===== src/rtl/gbpm_pkg.sv =====
package gbpm_pkg;

	localparam int MAX_DIM_DEF = 64;
	localparam logic [6:0] DIM_RESET = 7'd21;

	localparam logic [2:0] CODE_OPEN   = 3'd0;
	localparam logic [2:0] CODE_WALL   = 3'd1;
	localparam logic [2:0] CODE_START  = 3'd2;
	localparam logic [2:0] CODE_FINISH = 3'd3;
	localparam logic [2:0] CODE_PATH   = 3'd4;

	localparam logic [2:0] ADDR_ROWS = 3'd0;
	localparam logic [2:0] ADDR_COLS = 3'd4;

	typedef enum logic [1:0] {
		CMD_WRITE = 2'd0,
		CMD_READ  = 2'd1,
		CMD_SOLVE = 2'd2
	} cmd_t;

	typedef enum logic [1:0] {
		ST_OK      = 2'd0,
		ST_MISSING = 2'd1,
		ST_UNREACH = 2'd2,
		ST_RANGE   = 2'd3
	} status_t;

	typedef enum logic [1:0] {
		DIR_UP    = 2'd0,
		DIR_DOWN  = 2'd1,
		DIR_LEFT  = 2'd2,
		DIR_RIGHT = 2'd3
	} dir_t;

	typedef enum logic [1:0] {
		RS_CMD,
		RS_SCAN,
		RS_NB,
		RS_TR
	} rsel_t;

	typedef enum logic [3:0] {
		S_IDLE,
		S_RD_WAIT,
		S_SCAN,
		S_SCAN_END,
		S_CHECK,
		S_CLEAR,
		S_SEED,
		S_POP,
		S_POP_WAIT,
		S_NB,
		S_NB_EV,
		S_TR_CHK,
		S_TR_EV
	} state_t;

	typedef struct packed {
		rsel_t   rsel;
		logic    grid_wr_cmd;
		logic    scan_init;
		logic    scan_step;
		logic    clr_init;
		logic    clr_step;
		logic    seed;
		logic    pop_issue;
		logic    pop_take;
		logic    nb_next;
		logic    nb_eval;
		logic    tr_init;
		logic    tr_eval;
		logic    res_valid;
		logic    res_read;
		status_t res_status;
	} ctrl_t;

	typedef struct packed {
		logic addr_bad;
		logic scan_last;
		logic have_both;
		logic clr_last;
		logic q_empty;
		logic found;
		logic nb_in;
		logic k_last;
		logic nb_hit;
		logic tr_done;
	} stat_t;

endpackage


===== src/rtl/gbpm_ctrl.sv =====
module gbpm_ctrl (
	input  logic            clk,
	input  logic            arst_n,
	input  logic            start,
	input  logic [1:0]      command,
	input  gbpm_pkg::stat_t stat,
	output logic            busy,
	output gbpm_pkg::ctrl_t ctrl
);

	gbpm_pkg::state_t state_q, state_d;

	always_ff @(posedge clk or negedge arst_n) begin
		if (!arst_n) begin
			state_q <= gbpm_pkg::S_IDLE;
		end else begin
			state_q <= state_d;
		end
	end

	always_comb begin
		state_d         = state_q;
		ctrl            = '0;
		ctrl.rsel       = gbpm_pkg::RS_CMD;
		ctrl.res_status = gbpm_pkg::ST_OK;
		unique case (state_q)
			gbpm_pkg::S_IDLE: begin
				if (start) begin
					case (gbpm_pkg::cmd_t'(command))
						gbpm_pkg::CMD_WRITE: begin
							ctrl.res_valid = 1'b1;
							if (stat.addr_bad) begin
								ctrl.res_status = gbpm_pkg::ST_RANGE;
							end else begin
								ctrl.grid_wr_cmd = 1'b1;
							end
						end
						gbpm_pkg::CMD_READ: begin
							if (stat.addr_bad) begin
								ctrl.res_valid  = 1'b1;
								ctrl.res_status = gbpm_pkg::ST_RANGE;
							end else begin
								state_d = gbpm_pkg::S_RD_WAIT;
							end
						end
						gbpm_pkg::CMD_SOLVE: begin
							ctrl.scan_init = 1'b1;
							state_d        = gbpm_pkg::S_SCAN;
						end
						default: begin
							ctrl.res_valid = 1'b1;
						end
					endcase
				end
			end
			gbpm_pkg::S_RD_WAIT: begin
				ctrl.res_valid = 1'b1;
				ctrl.res_read  = 1'b1;
				state_d        = gbpm_pkg::S_IDLE;
			end
			gbpm_pkg::S_SCAN: begin
				ctrl.rsel      = gbpm_pkg::RS_SCAN;
				ctrl.scan_step = 1'b1;
				if (stat.scan_last) begin
					state_d = gbpm_pkg::S_SCAN_END;
				end
			end
			gbpm_pkg::S_SCAN_END: begin
				state_d = gbpm_pkg::S_CHECK;
			end
			gbpm_pkg::S_CHECK: begin
				if (!stat.have_both) begin
					ctrl.res_valid  = 1'b1;
					ctrl.res_status = gbpm_pkg::ST_MISSING;
					state_d         = gbpm_pkg::S_IDLE;
				end else begin
					ctrl.clr_init = 1'b1;
					state_d       = gbpm_pkg::S_CLEAR;
				end
			end
			gbpm_pkg::S_CLEAR: begin
				ctrl.clr_step = 1'b1;
				if (stat.clr_last) begin
					state_d = gbpm_pkg::S_SEED;
				end
			end
			gbpm_pkg::S_SEED: begin
				ctrl.seed = 1'b1;
				state_d   = gbpm_pkg::S_POP;
			end
			gbpm_pkg::S_POP: begin
				if (stat.found) begin
					ctrl.tr_init = 1'b1;
					state_d      = gbpm_pkg::S_TR_CHK;
				end else if (stat.q_empty) begin
					ctrl.res_valid  = 1'b1;
					ctrl.res_status = gbpm_pkg::ST_UNREACH;
					state_d         = gbpm_pkg::S_IDLE;
				end else begin
					ctrl.pop_issue = 1'b1;
					state_d        = gbpm_pkg::S_POP_WAIT;
				end
			end
			gbpm_pkg::S_POP_WAIT: begin
				ctrl.pop_take = 1'b1;
				state_d       = gbpm_pkg::S_NB;
			end
			gbpm_pkg::S_NB: begin
				ctrl.rsel = gbpm_pkg::RS_NB;
				if (stat.nb_in) begin
					state_d = gbpm_pkg::S_NB_EV;
				end else if (stat.k_last) begin
					state_d = gbpm_pkg::S_POP;
				end else begin
					ctrl.nb_next = 1'b1;
				end
			end
			gbpm_pkg::S_NB_EV: begin
				ctrl.nb_eval = 1'b1;
				if (stat.nb_hit || stat.k_last) begin
					state_d = gbpm_pkg::S_POP;
				end else begin
					state_d = gbpm_pkg::S_NB;
				end
			end
			gbpm_pkg::S_TR_CHK: begin
				ctrl.rsel = gbpm_pkg::RS_TR;
				if (stat.tr_done) begin
					ctrl.res_valid = 1'b1;
					state_d        = gbpm_pkg::S_IDLE;
				end else begin
					state_d = gbpm_pkg::S_TR_EV;
				end
			end
			gbpm_pkg::S_TR_EV: begin
				ctrl.tr_eval = 1'b1;
				state_d      = gbpm_pkg::S_TR_CHK;
			end
			default: begin
				state_d = gbpm_pkg::S_IDLE;
			end
		endcase
	end

	assign busy = (state_q != gbpm_pkg::S_IDLE);

endmodule


===== config.mk =====
export PLATFORM = sky130hd
export DESIGN_NAME = gbpm_ctrl
export DESIGN_NICKNAME = d
export VERILOG_FILES = /design/src/rtl/gbpm_pkg.sv /design/src/rtl/gbpm_ctrl.sv
export SDC_FILE = /design/constraint.sdc
export NUM_CORES = 1
export LEC_CHECK = 0
export BUFFER_PORTS_ARGS = -buffer_cell sky130_fd_sc_hd__buf_2
export CAP_MARGIN = 20
export CORE_MARGIN = 1.5
export CORE_UTILIZATION = 42
export DETAILED_ROUTE_END_ITERATION = 8
export GPL_ROUTABILITY_DRIVEN = 0
export HOLD_SLACK_MARGIN = 0.15
export PLACE_DENSITY = 0.74
export SYNTH_ARGS = -nofsm -noshare
export SYNTH_HDL_FRONTEND = slang
export SYNTH_SLANG_ARGS = --single-unit

===== constraint.sdc =====
create_clock -name clk -period 1.3 [get_ports clk]
set_input_delay 0.13 -clock clk [delete_from_list [all_inputs] [get_ports clk]]
set_output_delay 0.13 -clock clk [all_outputs]
set_load 0.01 [all_outputs]

### After elaboration in Yosys (flattened, before gate mapping)

Index checks and enable logic that the tools add are counted.

| operators by class | value |
|---|---|
| equal/unequal tests | 20 |
| muxes and demuxes | 51 |
| reductions and logical operators | 6 |

Operators with widths:

| operator | number |
|---|---|
| $pmux 4 s12 | 1 |
| $mux 4 | 10 |
| $mux 1 | 27 |
| $eq 4x4->1 const B | 5 |
| $eq 4x3->1 const B | 4 |
| $mux 2 | 7 |
| $pmux 2 s3 | 2 |
| $eq 4x2->1 const B | 2 |
| $pmux 4 s2 | 1 |
| $ne 2x2->1 const B | 3 |
| $ne 3x3->1 const B | 2 |
| $reduce_and 6->1 | 1 |
| $pmux 1 s5 | 1 |
| $eq 4x1->1 const B | 1 |
| $logic_not 4->1 | 1 |
| $reduce_bool 4->1 | 1 |
| $mux 3 | 1 |
| $ne 3x1->1 const B | 1 |
| $eq 2x1->1 const B | 1 |
| $eq 2x2->1 const B | 1 |
| $logic_not 2->1 | 1 |
| $pmux 1 s2 | 1 |
| $reduce_or 2->1 | 1 |
| $logic_or 1x1->1 | 1 |

| storage, ports and cells | value |
|---|---|
| register bits | 4 |
| bits of input ports | 15 |
| output and inout bits | 19 |
| logic and storage cells | 78 |

### Depth between registers and ports, before layout

Gate-level depths: netlist of run 1.

| logic depth | value |
|---|---|
| depth after elaboration | 5 |
| mapped depth | 6 |
| gate-level depth less buffers | 6 |

### Least setup slack after synthesis of run 1

No wires, ideal clock.

| timing | value |
|---|---|
| path type | reg2reg |
| start point | register state_q[3] |
| end point | register state_q[2] |
| setup time | 0.133 ns |
| arrival time | 1.235 ns |
| required time | 1.167 ns |
| slack | -0.069 ns |
| stages on the path, launching flop included | 6 |
| path buffers | 1 |
| cells stage by stage | dfrtp_1 > buf_4 > nor4b_2 > a31oi_1 > nand4_1 > o32ai_1 |

| on the way | value |
|---|---|
| cells in the longest elaborated chain, start to end | 3 |
| elaborated cells between the ends (all ways) | 20 |
| those cells by class | eq/ne: 17; mux: 1; reduce/logical: 2 |

Ends and longest elaborated chain:

| what | line | RTL |
|---|---|---|
| from (decl) | gbpm_ctrl.sv:11 | `gbpm_pkg::state_t state_q, state_d;` |
| from (signal assigned) | gbpm_ctrl.sv:15 | `state_q <= gbpm_pkg::S_IDLE;` |
| from (signal assigned) | gbpm_ctrl.sv:17 | `state_q <= state_d;` |
| $eq 4x4->1, or another cell as far along | gbpm_ctrl.sv:26 | `unique case (state_q)` |
| $ne 3x3->1 (no source line), or another cell as far along | -- |  |
| $reduce_and 6->1 (no source line) | -- |  |

Parallel ways exist; a longest one is shown, timed or not.
A chain may end at the register's enable or synchronous reset.

### Final worst setup path of run 1

| timing | value |
|---|---|
| start point | register state_q[2] |
| end point | register state_q[2] |

The elaborated chain is that of the path after synthesis.

==> results of run 1 <==
-- how the worst min path moves through the flow --
stage | start | endpoint | slack (ps) | cells past startpoint
4_1_cts | stat[8] | state_q[1] | 180 | 3
3_3_place_gp | arst_n | state_q[3] | -60 | 1
2_1_floorplan | arst_n | state_q[0] | -170 | 0
6_report | stat[8] | state_q[1] | 210 | 3
3_5_place_dp | arst_n | state_q[0] | -60 | 1
5_1_grt | stat[8] | state_q[1] | 220 | 3
-- timing repair --
action / in CTS / in global routing
cloned: 1 / 0
hold buffers: 2 / 0
endpoints found under the hold margin: 5 / 0
pin swaps: 13 / 11
setup buffers: 15 / 8
gates resized for setup: 31 / 19
setup endpoints to repair: 23 / 23
-- report_power, final --
part           switching (mW)  internal, mW  leakage [nW]
sequential             0.0566         0.164        0.0504
clock                  0.0599         0.104        0.0138
combinational            1.02          1.09         0.687
total                    1.14          1.36         0.751
-- critical path, delay by kind of cell (launching register included) --
kind / cells / cell delay (ps)
DFF: 1 / 430
and+or+nand+nor: 3 / 890
buffers and inverters: 1 / 150
AOI/OAI and AO/OA: 1 / 130
-- layout make-up --
cell class,instances,area share [%]
Clock buffer,3,1.44
Inverter,8,2.24
Multi-Input combinational cell,81,47.2
Sequential cell,4,6.55
Tap cell,25,2.00
Timing Repair Buffer,77,40.5
-- cells by family after synthesis --
logic type	after synthesis	share of synthesized area, %
mux	1	1.29
simple gates	51	43.7
buf+inv	16	12.5
compound gates	24	22.5
xor+xnor	2	2.25
fa+ha+maj	3	4.82
flops	4	12.9
-- metal layers --
metal,GRT usage [%],part of all wire [%]
met3,9.52,8.9
met5,0,0
met1,38.9,37
met2,56.7,49
met4,18.3,5.0
-- layout by cell type, fill, tap and decap left out, types with 2 or more instances in the layout --
| cell | n |
|---|---|
| buf_2 | 28 |
| nand3_1 | 2 |
| nand2_1 | 3 |
| dlygate4sd3_1 | 2 |
| dfrtp_1 | 2 |
| inv_1 | 5 |
| nand2_2 | 2 |
| nor2_2 | 2 |
| buf_12 | 2 |
| a21oi_1 | 2 |
| nor2_1 | 8 |
| a311oi_1 | 2 |
| buf_6 | 17 |
| nand2b_4 | 3 |
| nand4bb_1 | 2 |
| nand2b_1 | 4 |
| ha_1 | 3 |
| dfrtp_2 | 2 |
| nor3_4 | 2 |
| nor4b_4 | 2 |
| nor3_2 | 2 |
| o21ai_1 | 2 |
| inv_2 | 2 |
| nand4_1 | 2 |
| and3_1 | 4 |
| buf_4 | 26 |
| clkbuf_4 | 3 |
==> impl_metrics.env, run 1 <==
export IMPL_overflow=0
export IMPL_violations="setup timing"
export IMPL_first_pass_iters=5
export IMPL_rows=15
export IMPL_yosysMostFrequentCell="nor2_1"
export IMPL_first_global_vias=1106
export IMPL_power_mw=2.50
export IMPL_relSlewSlack_pct=75.0
export IMPL_track_usage_pct=34.1
export IMPL_ys_flop_type="dfrtp_1"
export IMPL_finalInstanceArea_um2=1570
export IMPL_rr_endpoint="state_q[2]"
export IMPL_outcome="finished, violations left"
export IMPL_post_place_cells=173
export IMPL_place_ws_ps=-188
export IMPL_synthToLayoutAreaGrowth_pct=101
export IMPL_rsz0062_at_grt="true"
export IMPL_finalSetupTns_ps=-6910
export IMPL_worstReg2RegStart="state_q[2]"
export IMPL_dieHeight_um=46.0
export IMPL_antenna_found_initial=0
export IMPL_cts_tree="done"
export IMPL_cp_slowest_stage_delay_ps=510
export IMPL_worst_slack_ps=-457
export IMPL_multi_input_area_um2=739
export IMPL_clock_latency_ps=250
export IMPL_initial_core_util_pct=45.1
export IMPL_synth_edff_count=0
export IMPL_holdWs_ps=209
export IMPL_numCtsBuffers=3
export IMPL_ys_seq_area_share_pct=12.9
export IMPL_drv_slew=0
export IMPL_io_buffers=33
export IMPL_end_kind="flip-flop"
export IMPL_vias=1224
export IMPL_htreeDepth=1
export IMPL_dpl_hpwl_um=1810
export IMPL_synth_top_area_share_pct=12.9
export IMPL_fin_crit_ps=1760
export IMPL_drive_gt1_share_pct=65.9
export IMPL_postSynthCellCount=101
export IMPL_detail_route_antenna_nets=0
export IMPL_io_pins=34
export IMPL_synth_seq_cells=4
export IMPL_top_register="state_q"
export IMPL_power_density_nw_per_um2=1600
export IMPL_drt_wl_total_um=4000
export IMPL_drcViolationCount=0
export IMPL_rrSetupSlack_ps=-460
export IMPL_reg_top3="state_q x4"
export IMPL_cts_root_buffer="clkbuf_4"
export IMPL_drv_cap=0
export IMPL_regArea_um2=103
export IMPL_cp_slowest_cell="or4_4"
export IMPL_reg2reg_depth=5
export IMPL_wire_per_inst_um=20.2
export IMPL_grt_max_degree=12
export IMPL_yosysWarnings=0
export IMPL_n_antenna_cell=0
export IMPL_dieArea_um2=2120
export IMPL_hold_violations=0
export IMPL_async_flop_share_pct=100
export IMPL_syn_area_per_cell_um2=7.71
export IMPL_path_cells="nand2b_4 > or4_4 > buf_6 > nand4_1 > o32ai_2"
export IMPL_max_freq_mhz=569
export IMPL_setup_viol=23
export IMPL_cp_required_ps=1410
export IMPL_clk_pin_slew_ps=40
export IMPL_nNetsFinal=193
export IMPL_cp_max_fo=4
export IMPL_synth_cell_types=48
export IMPL_leakagePower_nw=0.751
export IMPL_nFillCells=79
export IMPL_grt_pass1_wl_um=5110
export IMPL_dieWidth_um=46.0
export IMPL_viasPerCell=6.18
export IMPL_worst_ep_arrival_time_ps=1860
export IMPL_worst_pin_slew_ps=373
export IMPL_yosys_area_top_type="dfrtp_1"
export IMPL_fin_worst_skew_ps=7.40
export IMPL_clkSinkCount=4
export IMPL_largest_register_ffs=4
export IMPL_start_kind="flip-flop"
export IMPL_cts_buffer_depth=2
export IMPL_syn_area_um2=778
export IMPL_syn_nets=119
export IMPL_place_area_um2=1100
export IMPL_final_cells=198
export IMPL_finalCritPeriodShare_pct=135
export IMPL_startpoint="state_q[2]"
export IMPL_drt_iter0_drc=39
export IMPL_ir_drop_mv=1.25
export IMPL_crit_path_end="state_q[2]"
export IMPL_holdCritPathClass="primary input to flip-flop"
export IMPL_finish_utilization_pct=90.7
export IMPL_core_area_um2=1730
export IMPL_path_class="flip-flop to flip-flop"
export IMPL_synthTopCellsByArea="dfrtp_1 13%, nor2_1 5.3%, ha_1 4.8%, buf_6 4.3%, and3_1 4.0%"
export IMPL_ys_top_cells_by_count="11 x nor2_1, 6 x inv_1, 5 x and3_1, 5 x nand2_1, 5 x nand2b_1"
Note: power is estimated with default switching activity, not from simulation.
==> run 2, diff against run 1 <==
--- a/config.mk
+++ b/config.mk
@@ -13,6 +13,7 @@
 export GPL_ROUTABILITY_DRIVEN = 0
 export HOLD_SLACK_MARGIN = 0.15
 export PLACE_DENSITY = 0.74
+export SETUP_SLACK_MARGIN = 0.02
 export SYNTH_ARGS = -nofsm -noshare
 export SYNTH_HDL_FRONTEND = slang
 export SYNTH_SLANG_ARGS = --single-unit
==> run 2 against run 1 <==
Register-to-register slack better by 20 ps. Wire length up 15%. Maximum frequency down 4.6%. The flow still finishes with violations (setup timing). Die area unchanged. First-iteration DRC count increased by 140%. Final area down 0.72%. Critical path type is now flip-flop to output pin.
==> impl_metrics.env, run 2 (synthesis gave the netlist of run 1 again) <==
export IMPL_mostFrequentLayoutCells="30 x buf_2, 25 x buf_4, 18 x buf_6"
export IMPL_leakagePower_nw=0.744
export IMPL_io_pins=34
export IMPL_first_global_vias=1014
export IMPL_cts_tree="done"
export IMPL_relSlewSlack_pct=75.0
export IMPL_antenna_found_initial=0
export IMPL_power_density_nw_per_um2=1690
export IMPL_clkSinkCount=4
export IMPL_post_place_cells=174
export IMPL_dieWidth_um=46.0
export IMPL_rsz0062_at_grt="true"
export IMPL_synthToLayoutAreaGrowth_pct=99.7
export IMPL_clock_latency_ps=260
export IMPL_drcViolationCount=0
export IMPL_overflow=0
export IMPL_numCtsBuffers=3
export IMPL_rows=15
export IMPL_violations="setup timing"
export IMPL_drive_gt1_share_pct=68.8
export IMPL_largest_register_ffs=4
export IMPL_drt_iter0_drc=94
export IMPL_vias=1279
export IMPL_fin_worst_skew_ps=2.68
export IMPL_hold_violations=0
export IMPL_ir_drop_mv=1.19
export IMPL_top_usage_layer="met2"
export IMPL_worst_slack_ps=-541
export IMPL_max_freq_mhz=543
export IMPL_dpl_hpwl_um=1870
export IMPL_io_buffers=33
export IMPL_outcome="finished, violations left"
export IMPL_holdWs_ps=181
export IMPL_cp_max_fo=5
export IMPL_grtUsageMet2_pct=52.8
export IMPL_worst_ep_arrival_time_ps=1710
export IMPL_grt_pass1_wl_um=4830
export IMPL_reg_top3="state_q x4"
export IMPL_setup_viol=23
export IMPL_clk_pin_slew_ps=40
export IMPL_cts_root_buffer="clkbuf_4"
export IMPL_n_antenna_cell=0
export IMPL_nNetsFinal=193
export IMPL_initial_core_util_pct=45.1
export IMPL_start_kind="flip-flop"
export IMPL_path_class="flip-flop to output pin"
export IMPL_htreeDepth=1
export IMPL_grt_max_degree=13
export IMPL_place_area_um2=1120
export IMPL_worst_pin_slew_ps=372
export IMPL_dieHeight_um=46.0
export IMPL_holdCritPathClass="primary input to flip-flop"
export IMPL_track_usage_pct=32.0
export IMPL_cp_required_ps=1170
export IMPL_fin_crit_ps=1840
export IMPL_cts_buffer_depth=2
export IMPL_detail_route_antenna_nets=0
export IMPL_drv_cap=0
export IMPL_dieArea_um2=2120
export IMPL_core_area_um2=1730
export IMPL_final_cells=198
export IMPL_finalInstanceArea_um2=1550
export IMPL_top_register="state_q"
export IMPL_wire_per_inst_um=23.2
export IMPL_end_kind="output pin"
export IMPL_use_met3_pct=7.54
export IMPL_finalCritPeriodShare_pct=142
export IMPL_drt_wl_total_um=4590
export IMPL_viasPerCell=6.46
export IMPL_drv_slew=0
export IMPL_final_common_cell="buf_2"
export IMPL_first_pass_iters=4
export IMPL_grt_use_met1_pct=41.0
run 2: final cells by class:
type | count | area [µm²]
flip-flops and latches | 4 | 103
inverters | 8 | 40.0
fillers | 74 | 173
clock buffers | 3 | 22.5
multi-input cells | 81 | 767
well taps | 25 | 31.3
repair buffers | 77 | 591
run 2: timing repair:
action / 4_1_cts / 5_1_grt
gates resized for setup: 37 / 23
hold buffers: 2 / 0
hold endpoints to repair: 5 / 0
pin swaps: 15 / 14
setup buffers: 14 / 7
setup endpoints to repair: 23 / 23
cloned: 0 / 1
run 2: power breakdown:
group,internal (mW),total (mW),switching (mW),leakage (nW)
clock,0.105,0.177,0.0721,0.0138
combinational,1.10,2.23,1.13,0.680
sequential,0.164,0.225,0.0607,0.0504
run 2: per-layer routing:
layer	part of all wire (%)	up-vias	wire length, µm
met5	0	-	0
met4	7.6	0	350
met3	9.5	45	435
met2	46	116	2130
met1	37	597	1680
li1	-	521	-
run 2: final timing paths:
path	start	end	slack, ps	cells past startpoint
max reg2reg	state_q[0]	state_q[2]	-440	7
min reg2reg	state_q[1]	state_q[3]	890	3
max in group asynchronous	arst_n	state_q[0]	880	2
min in group asynchronous	arst_n	state_q[3]	270	2
max	state_q[0]	ctrl[15]	-540	5
min	stat[8]	state_q[1]	180	3
run 2: stage by stage:
step / setup TNS (ps) / util (%) / power [mW] / setup slack, ps
2_1_floorplan: -106 / - / 1.09 / -42.1
3_3_place_gp: -1070 / 64.8 / 1.53 / -156
3_5_place_dp: -1330 / 64.8 / 1.56 / -176
4_1_cts: -5450 / 82.1 / 2.16 / -335
5_1_grt: -8420 / 90.0 / 2.70 / -532
6_report: -8040 / 90.0 / 2.63 / -541
run 2: critical path: stages (launching register included):
cell and delay, ps:
dfrtp_2 450, or2_4 320, nor3_4 150, nand2_2 130, nor3b_2 230, buf_2 180
==> run 3, diff against run 2 <==
--- a/config.mk
+++ b/config.mk
@@ -7,7 +7,6 @@
 export LEC_CHECK = 0
 export BUFFER_PORTS_ARGS = -buffer_cell sky130_fd_sc_hd__buf_2
 export CAP_MARGIN = 20
-export CORE_MARGIN = 1.5
 export CORE_UTILIZATION = 42
 export DETAILED_ROUTE_END_ITERATION = 8
 export GPL_ROUTABILITY_DRIVEN = 0
==> run 3 against run 2 <==
The flow still finishes with violations (setup timing). Global-route usage up 3.0 points. Clock power down 7%. Register-to-register slack is essentially flat. Clock skew up 11 ps. Critical endpoint is now state_q[0]. Final cell count rose by 5.1%. Sequential share of layout area shrank 0.33 points. Final area grew 5.3%. Via count is 3.4% higher. Maximum frequency grew 6.3%. First-iteration DRC count is 2.1% higher. Sequential power about the same. Setup slack better by 110 ps.
==> impl_metrics.env, run 3 (synthesis gave the netlist of run 1 again) <==
export IMPL_top_layer_used="met4"
export IMPL_drt_iter0_drc=96
export IMPL_dieArea_um2=2030
export IMPL_drv_cap=0
export IMPL_start_kind="flip-flop"
export IMPL_rows=15
export IMPL_worst_slack_ps=-433
export IMPL_drv_slew=0
export IMPL_grt_max_degree=13
export IMPL_wl_met3_um=500
export IMPL_met2_length_um=2230
export IMPL_fin_worst_skew_ps=13.6
export IMPL_power_density_nw_per_um2=1620
export IMPL_setup_viol=23
export IMPL_outcome="finished, violations left"
export IMPL_core_area_um2=1730
export IMPL_largest_register_ffs=4
export IMPL_m1WireLength_um=1710
export IMPL_max_freq_mhz=577
export IMPL_htreeDepth=1
export IMPL_cp_max_fo=3
export IMPL_worst_pin_slew_ps=436
export IMPL_reg_top3="state_q x4"
export IMPL_final_common_cell="buf_4"
export IMPL_vias=1322
export IMPL_power_mw=2.66
export IMPL_holdCritPathClass="primary input to async pin"
export IMPL_ir_drop_mv=1.17
export IMPL_worst_ep_arrival_time_ps=1860
export IMPL_relSlewSlack_pct=70.7
export IMPL_drcViolationCount=0
export IMPL_clock_latency_ps=250
export IMPL_holdWs_ps=219
export IMPL_violations="setup timing"
export IMPL_cp_required_ps=1430
export IMPL_grt_pass1_wl_um=5110
export IMPL_multi_input_area_um2=754
export IMPL_regArea_um2=103
export IMPL_nNetsFinal=203
export IMPL_first_pass_iters=4
export IMPL_finalCritPeriodShare_pct=133
export IMPL_track_usage_pct=35.0
export IMPL_drive_gt1_share_pct=69.4
export IMPL_mostFrequentLayoutCells="30 x buf_4, 28 x buf_2, 26 x buf_6, 5 x inv_1"
export IMPL_dieHeight_um=45.0
export IMPL_cts_buffer_depth=2
export IMPL_dpl_hpwl_um=1880
export IMPL_path_class="flip-flop to flip-flop"
export IMPL_top_register="state_q"
export IMPL_first_global_vias=1100
export IMPL_io_buffers=33
export IMPL_numCtsBuffers=3
export IMPL_clkSinkCount=4
export IMPL_n_antenna_cell=0
export IMPL_clk_pin_slew_ps=50
export IMPL_hold_violations=0
export IMPL_cts_root_buffer="clkbuf_4"
export IMPL_nFillCells=58
export IMPL_antenna_found_initial=0
export IMPL_drt_wl_total_um=4730
export IMPL_dieWidth_um=45.0
export IMPL_leakagePower_nw=0.788
export IMPL_wire_per_inst_um=22.8
export IMPL_rsz0062_at_grt="true"
export IMPL_overflow=0
export IMPL_end_kind="flip-flop"
export IMPL_finish_utilization_pct=94.8
export IMPL_viasPerCell=6.36
export IMPL_io_pins=34
export IMPL_cts_tree="done"
export IMPL_initial_core_util_pct=45.1
export IMPL_detail_route_antenna_nets=0
export IMPL_fin_crit_ps=1730
export IMPL_synthToLayoutAreaGrowth_pct=110
run 3: cell count changes in the layout (fill, tap and decap cells not counted), sizes merged:
cell / change
buf: +10
run 3: path summary, 6_finish.rpt:
check,end,depth (start not counted),startpoint,slack (ps)
max in group asynchronous,state_q[3],2,arst_n,930
setup / recovery,state_q[0],5,state_q[2],-430
min in group clk,state_q[1],3,stat[8],250
hold / removal,state_q[1],2,arst_n,220
hold reg to reg,state_q[2],3,state_q[1],860
setup reg to reg,state_q[0],5,state_q[2],-430
run 3: cell type report:
cell class	count	area share, %
flip-flops and latches	4	6.27
repair buffers	87	42.4
well taps	25	1.91
clock buffers	3	1.38
multi-input cells	81	46.1
inverters	8	1.99
run 3: power by group:
group          leakage, nW  switching, mW  internal [mW]  total [mW]
clock               0.0138         0.0612          0.104       0.165
sequential          0.0504         0.0628          0.164       0.227
combinational        0.724           1.12           1.14        2.27
run 3: metal layers:
| metal | up-vias | track usage [%] |
|---|---|---|
| li1 | 543 | - |
| met1 | 625 | 41.2 |
| met2 | 114 | 55.9 |
| met3 | 40 | 13.2 |
| met4 | 0 | 16.4 |
| met5 | - | 0 |
run 3: critical path, stage by stage, from the launching register on:
cell and delay [ps]:
dfrtp_1 420, nand2b_4 180, or4_4 530, buf_6 150, nand3_2 70, mux2i_1 270
run 3: repair_timing:
item	CTS	global route
buffers inserted	17	11
pin swaps	6	13
resized for setup	30	30
endpoints found under the setup margin	23	23
cloned	1	0
endpoints found under the hold margin	5	0
hold buffers	2	0
run 3: metrics by stage:
step,instances,setup TNS (ps),setup slack (ps),area [µm²]
6_report,208,-6970,-433,1640
3_5_place_dp,176,-992,-153,1130
4_1_cts,198,-4690,-355,1420
3_3_place_gp,176,-824,-138,1130
5_1_grt,208,-7660,-463,1640
2_1_floorplan,101,-106,-42.1,818
